<file path="src/rtl/core/u2u8_pkg.sv">
// Package for the UTF-16 to UTF-8 encoder: payload types, code point ranges,
// lead byte constants and the byte-building functions.
// Depends on nothing; every other file of the block imports it.
package u2u8_pkg;

    // Code unit ranges.
    localparam logic [15:0] ONE_BYTE_MAX = 16'h007F;
    localparam logic [15:0] TWO_BYTE_MAX = 16'h07FF;
    localparam logic [15:0] HIGH_FIRST   = 16'hD800;
    localparam logic [15:0] HIGH_LAST    = 16'hDBFF;
    localparam logic [15:0] LOW_FIRST    = 16'hDC00;
    localparam logic [15:0] LOW_LAST     = 16'hDFFF;

    // Lead and continuation byte patterns.
    localparam logic [7:0] LEAD_TWO       = 8'hC0;
    localparam logic [7:0] LEAD_THREE     = 8'hE0;
    localparam logic [7:0] LEAD_FOUR      = 8'hF0;
    localparam logic [7:0] LEAD_LONE_HIGH = 8'hF8;
    localparam logic [7:0] LEAD_LONE_LOW  = 8'hFC;
    localparam logic [7:0] CONT           = 8'h80;

    // Most bytes one code unit can cause, and the width of a byte count.
    localparam int MAX_BYTES = 8;
    localparam int COUNT_W   = 4;
    localparam int SURR_W    = 10;

    // Element 0 is always the first byte sent.
    typedef logic [3:0][7:0] quad_t;
    typedef logic [MAX_BYTES-1:0][7:0] octet_t;

    typedef struct packed {
        logic [15:0] code_unit;
        logic        final_unit;
    } unit_t;

    typedef struct packed {
        logic [7:0] out_byte;
        logic       run_end;
        logic       text_end;
    } byte_t;

    // Encoder result handed to the output serializer and the state registers.
    typedef struct packed {
        octet_t              bytes;
        logic [COUNT_W-1:0]  count;
        logic                final_unit;
        logic                held_valid;
        logic [SURR_W-1:0]   held_bits;
    } enc_result_t;

    // Plane number (top four surrogate bits plus one) of the four-byte form.
    function automatic logic [4:0] plane_of(input logic [SURR_W-1:0] bits);
        return {1'b0, bits[9:6]} + 5'd1;
    endfunction

    // Extended four-byte form of an unpaired high surrogate.
    function automatic quad_t lone_high(input logic [SURR_W-1:0] bits);
        quad_t      q;
        logic [4:0] plane;
        plane = plane_of(bits);
        q[0] = LEAD_LONE_HIGH;
        q[1] = CONT | {2'b00, plane[1:0], bits[5:2]};
        q[2] = CONT | {2'b00, bits[1:0], 4'h0};
        q[3] = CONT | {5'b00000, plane[4:2]};
        return q;
    endfunction

    // Standard four-byte form of a surrogate pair.
    function automatic quad_t pair_bytes(input logic [SURR_W-1:0] hi,
                                         input logic [SURR_W-1:0] lo);
        quad_t      q;
        logic [4:0] plane;
        plane = plane_of(hi);
        q[0] = LEAD_FOUR | {5'b00000, plane[4:2]};
        q[1] = CONT | {2'b00, plane[1:0], hi[5:2]};
        q[2] = CONT | {2'b00, hi[1:0], lo[9:6]};
        q[3] = CONT | {2'b00, lo[5:0]};
        return q;
    endfunction

endpackage

</file>
<file path="src/rtl/core/u2u8_encode.sv">
// Combinational encoder: turns one registered code unit and the held surrogate
// into up to eight bytes, a byte count and the next held state.
// Depends on u2u8_pkg.
module u2u8_encode
    import u2u8_pkg::*;
(
    input  unit_t             item,
    input  logic              held_valid,
    input  logic [SURR_W-1:0] held_bits,
    output enc_result_t       result
);

    logic [15:0] u;
    logic        is_high;
    logic        is_low;
    logic        has_pre;
    quad_t       pre;
    quad_t       uq;
    logic [2:0]  ucnt;

    assign u       = item.code_unit;
    assign is_high = (u inside {[HIGH_FIRST:HIGH_LAST]});
    assign is_low  = (u inside {[LOW_FIRST:LOW_LAST]});

    // Bytes of the held surrogate (pair or lone form) and of the unit itself.
    always_comb
    begin
        has_pre = 1'b0;
        pre     = '0;
        uq      = '0;
        ucnt    = 3'd0;
        if (held_valid && is_low)
        begin
            has_pre = 1'b1;
            pre     = pair_bytes(held_bits, u[SURR_W-1:0]);
        end
        else
        begin
            if (held_valid)
            begin
                has_pre = 1'b1;
                pre     = lone_high(held_bits);
            end
            if (u <= ONE_BYTE_MAX)
            begin
                uq[0] = u[7:0];
                ucnt  = 3'd1;
            end
            else if (u <= TWO_BYTE_MAX)
            begin
                uq[0] = LEAD_TWO | {3'b000, u[10:6]};
                uq[1] = CONT | {2'b00, u[5:0]};
                ucnt  = 3'd2;
            end
            else if (is_high)
            begin
                // A high surrogate that ends the text has no partner to wait for.
                if (item.final_unit)
                begin
                    uq   = lone_high(u[SURR_W-1:0]);
                    ucnt = 3'd4;
                end
            end
            else if (is_low)
            begin
                uq[0] = LEAD_LONE_LOW;
                uq[1] = CONT;
                uq[2] = CONT | {4'h0, u[9:6]};
                uq[3] = CONT | {2'b00, u[5:0]};
                ucnt  = 3'd4;
            end
            else
            begin
                uq[0] = LEAD_THREE | {4'h0, u[15:12]};
                uq[1] = CONT | {2'b00, u[11:6]};
                uq[2] = CONT | {2'b00, u[5:0]};
                ucnt  = 3'd3;
            end
        end
    end

    // Pack the two parts in order and derive the next held state.
    always_comb
    begin
        result.final_unit = item.final_unit;
        result.held_valid = is_high && !item.final_unit;
        result.held_bits  = u[SURR_W-1:0];
        if (has_pre)
        begin
            result.bytes = {uq, pre};
            result.count = {1'b0, ucnt} + COUNT_W'(4);
        end
        else
        begin
            result.bytes = {32'h0, uq};
            result.count = {1'b0, ucnt};
        end
    end

endmodule

</file>
<file path="config.mk">
export PLATFORM = sky130hd
export DESIGN_NAME = u2u8_encode
export DESIGN_NICKNAME = d
export VERILOG_FILES = /design/src/rtl/core/u2u8_pkg.sv /design/src/rtl/core/u2u8_encode.sv
export SDC_FILE = /design/constraint.sdc
export NUM_CORES = 1
export LEC_CHECK = 0
export BUFFER_PORTS_ARGS = -buffer_cell sky130_fd_sc_hd__buf_2
export CAP_MARGIN = 40
export CORE_ASPECT_RATIO = 0.9
export CORE_MARGIN = 4
export CORE_UTILIZATION = 40
export DETAILED_ROUTE_END_ITERATION = 6
export MAX_ROUTING_LAYER = met4
export PLACE_DENSITY = 0.84
export SLEW_MARGIN = 0
export SYNTH_ARGS = -nofsm -noshare
export SYNTH_HDL_FRONTEND = slang
export SYNTH_SLANG_ARGS = --single-unit
</file>
<file path="constraint.sdc">
create_clock -name vclk -period 4.4
set_input_delay 0.88 -clock vclk [all_inputs]
set_output_delay 0.88 -clock vclk [all_outputs]
set_load 0.005 [all_outputs]
</file>
==> metrics.sh <==
CHIPHEIGHT_UM=60.79
NET-SWITCHING-POWER_mW=0.07760
DRC=0
CP.BUFFERS_INVERTERS=3
CRITICAL_PATH.MAX_STAGE_DELAY_NS=0.71
GLOBAL_ROUTE.USAGE.TOTAL_PCT=22.20
POSTSYNTHAREAPERCELL_UM2=6.072
PORT_BUFFERS=99
POST-ROUTE-WORST-SETUP-SLACK_NS=0.5764
SETUP_REPAIR_AFTER_GLOBAL_ROUTING_MISSED_ITS_MARGIN='false'
PRE_CTS_SLACK_NS=0.6023
STARTPOINT_KIND_OF_THE_WORST_SETUP_TIMING_PATH='input pin'
PLACE_HPWL_UM=3864
CRITICAL_PATH_ARRIVAL_NS=2.94
POST_SYNTH_NUM_CELL_TYPES=45
FILLERINSTANCES=304
PLACE_INST=319
SLEW_OF_THE_PIN_WITH_THE_LOWEST_SLEW_MARGIN_NS=0.6892
GRT_START_MAX_NET_PINS=26
CRIT_REQUIRED_NS=3.52
DRT_ITER0_MARKERS=123
STATIC-LEAKAGE-POWER_nW=0.9208
P_INT_mW=0.05697
ROUTE.ANTENNA.REMAINING_NETS=0
FIRST_PASS_GRT_WIRE_LENGTH_UM=6975
CLOCK_POWER_SHARE_PCT=0
POWER_DENSITY_nW_PER_UM2=83.11
FP.DIEAREA_UM2=4052
DRT_WL_TOTAL_UM=4825
SLEW_VIOL_FINAL=0
NUMBER_OF_ANTENNA_VIOLATIONS_AT_THE_FIRST_CHECK_IN_GLOBAL_ROUTING=0
ROWS=18
CTS-HOLD-FIX-BUFFERS=0
ROUTED_WIRE_LENGTH_PER_INSTANCE_UM=15.13
DIE_W_UM=66.66
STATUS='completed'
LAYOUT.CLOCK_BUFFERS=0
PEAKVDDDROP_V=0.00003834
INSTANCES_NO_FILL=319
TIMING.SLEW.HEADROOM_PCT=53.88
CRITICAL_PATH.MOST_COMMON_CELL='buf_2'
PART_OF_THE_POWER_IN_COMBINATIONAL_LOGIC_PCT=100.0
FINAL-SETUP-VIOL-COUNT=0
GP_ROUTABILITY_CONGESTION=0.9661
VIA_COUNT=1768
PLACE_AREA_UM2=1619
GRT_REMAINING_OVERFLOW=0
FIN_AREA_UM2=1619
POWER_SWITCHING_SHARE_PCT=57.67
FINAL_NETS=314
FIRST_GLOBAL_VIAS=1509
SEQ_CELL_COUNT=0
CRITPATHTOPFAMILY='simple AND/OR/NAND/NOR gates'
CRIT_PATH_CELL_TRACE='buf_2 -> inv_1 -> ha_1 -> and4_1 -> a41oi_1 -> or4_1 -> and3_4 -> o31ai_2 -> buf_2'
TIMING.FINAL.HOLD_VIOLATIONS=0
TCRIT_TCLK_FINAL_PCT=86.90
FIRSTDRTPASSITERS=5
DIODES=0
POWER.SEQUENTIAL.FRACTION_PCT=0
FIN_TOTAL_PWR_mW=0.1346
MAPPEDNETLISTAREA_UM2=1239
PERIOD_MINUS_SLACK_NS=3.824
SYN_INST=204
HIGHEST_NET_FANOUT_ALONG_THE_WORST_PATH=10
HOLDCRITPATHCLASS='in -> out'
TIMING.CRITICAL_PATH.SLOWEST_STAGE_CELL='or4_1'
YOSYS_WARNING_COUNT=0
SYNTH_SEQ_AREA_SHARE_PCT=0
CLASS_OF_THE_MOST_CRITICAL_SETUP_PATH='in -> out'
PIN_COUNT=108
WHS_NS=2.028
CTS_SETUP_BUFFERS=0
POST_ROUTE_CELLS_DRIVE_ABOVE_1_SHARE_PCT=38.71
LAYOUT_COMMON_CELLS='buf_2 (99), nor2_1 (28), nand2_1 (26), o21ai_0 (13), nand3_1 (10)'
NUMBER_OF_MAXIMUM_CAPACITANCE_VIOLATIONS=0
INITIAL_CORE_UTIL_PCT=43.31
POST-ROUTE-UTIL_PCT=56.61
TOTALNEGATIVESETUPSLACK_NS=0
VIA_DENSITY_PER_INSTANCE=5.542
POST_CTS_RESIZE_COUNT=0
FMAX_MHz=261.5
FINAL_COMMON_CELL='buf_2'
MULTI_INPUT_COMB_AREA_UM2=1036
CORE_REGION_AREA_UM2=2860
LAYOUT.AREA.SEQ_UM2=0
SYNTHESIS_TO_LAYOUT_AREA_GROWTH_PCT=30.71
SETUP.WORST_PATH.END_CLASS='primary output'
power groups by stage:
stage / combinational, mW / clock [mW] / sequential [mW]
floorplan: 0.0782 / 0 / 0
global placement: 0.132 / 0 / 0
detailed placement: 0.133 / 0 / 0
CTS: 0.134 / 0 / 0
global route: 0.149 / 0 / 0
finish: 0.135 / 0 / 0
area by class of cell:
| type | instances | area share [%] |
|---|---|---|
| Inverter | 4 | 0.9274 |
| Multi-Input combinational cell | 173 | 63.99 |
| Tap cell | 40 | 3.091 |
| Timing Repair Buffer | 102 | 31.99 |
path summary, 6_finish.rpt:
path	from	end	slack (ns)	depth (start not counted)
hold / removal	item[0]	result[11]	2.03	2
setup / recovery	item[8]	result[18]	0.58	9
metal layers:
metal | share of wire (%) | GRT usage (%) | up-vias
met5 | 0 | - | -
met4 | 0.46 | 2.899 | 0
met3 | 12 | 3.333 | 4
met2 | 47 | 37.57 | 125
met1 | 41 | 28.73 | 788
li1 | - | - | 851
kinds of logic (layout without fill, tap and decap cells):
| logic type | Yosys count | in the layout | synth area share, % |
|---|---|---|---|
| simple gates | 100 | 100 | 41.72 |
| compound gates | 50 | 50 | 27.27 |
| buf+inv | 39 | 106 | 18.79 |
| fa+ha+maj | 5 | 5 | 5.051 |
| mux | 5 | 5 | 4.041 |
| xor+xnor | 4 | 4 | 2.829 |
| other cells | 1 | 9 | 0.3027 |
synthesized netlist by cell type, types with 3 or more instances:
cell type	number	share of area, %
nor2_1	28	8.5
nand2_1	26	7.9
buf_4	21	13
clkbuf_1	13	3.9
o21ai_0	13	5.3
nand3_1	10	4.0
a21oi_1	9	3.6
and3_1	8	4.0
o31ai_1	7	4.2
ha_1	5	5.1
mux2i_1	5	4.0
and2_1	4	2.0
inv_1	4	1.2
nand2b_1	4	2.0
nor2b_1	4	2.0
a222oi_1	3	2.4
a22o_1	3	2.1
o21bai_1	3	1.8
xor2_1	3	2.1
(Power assumes the default switching activity.)
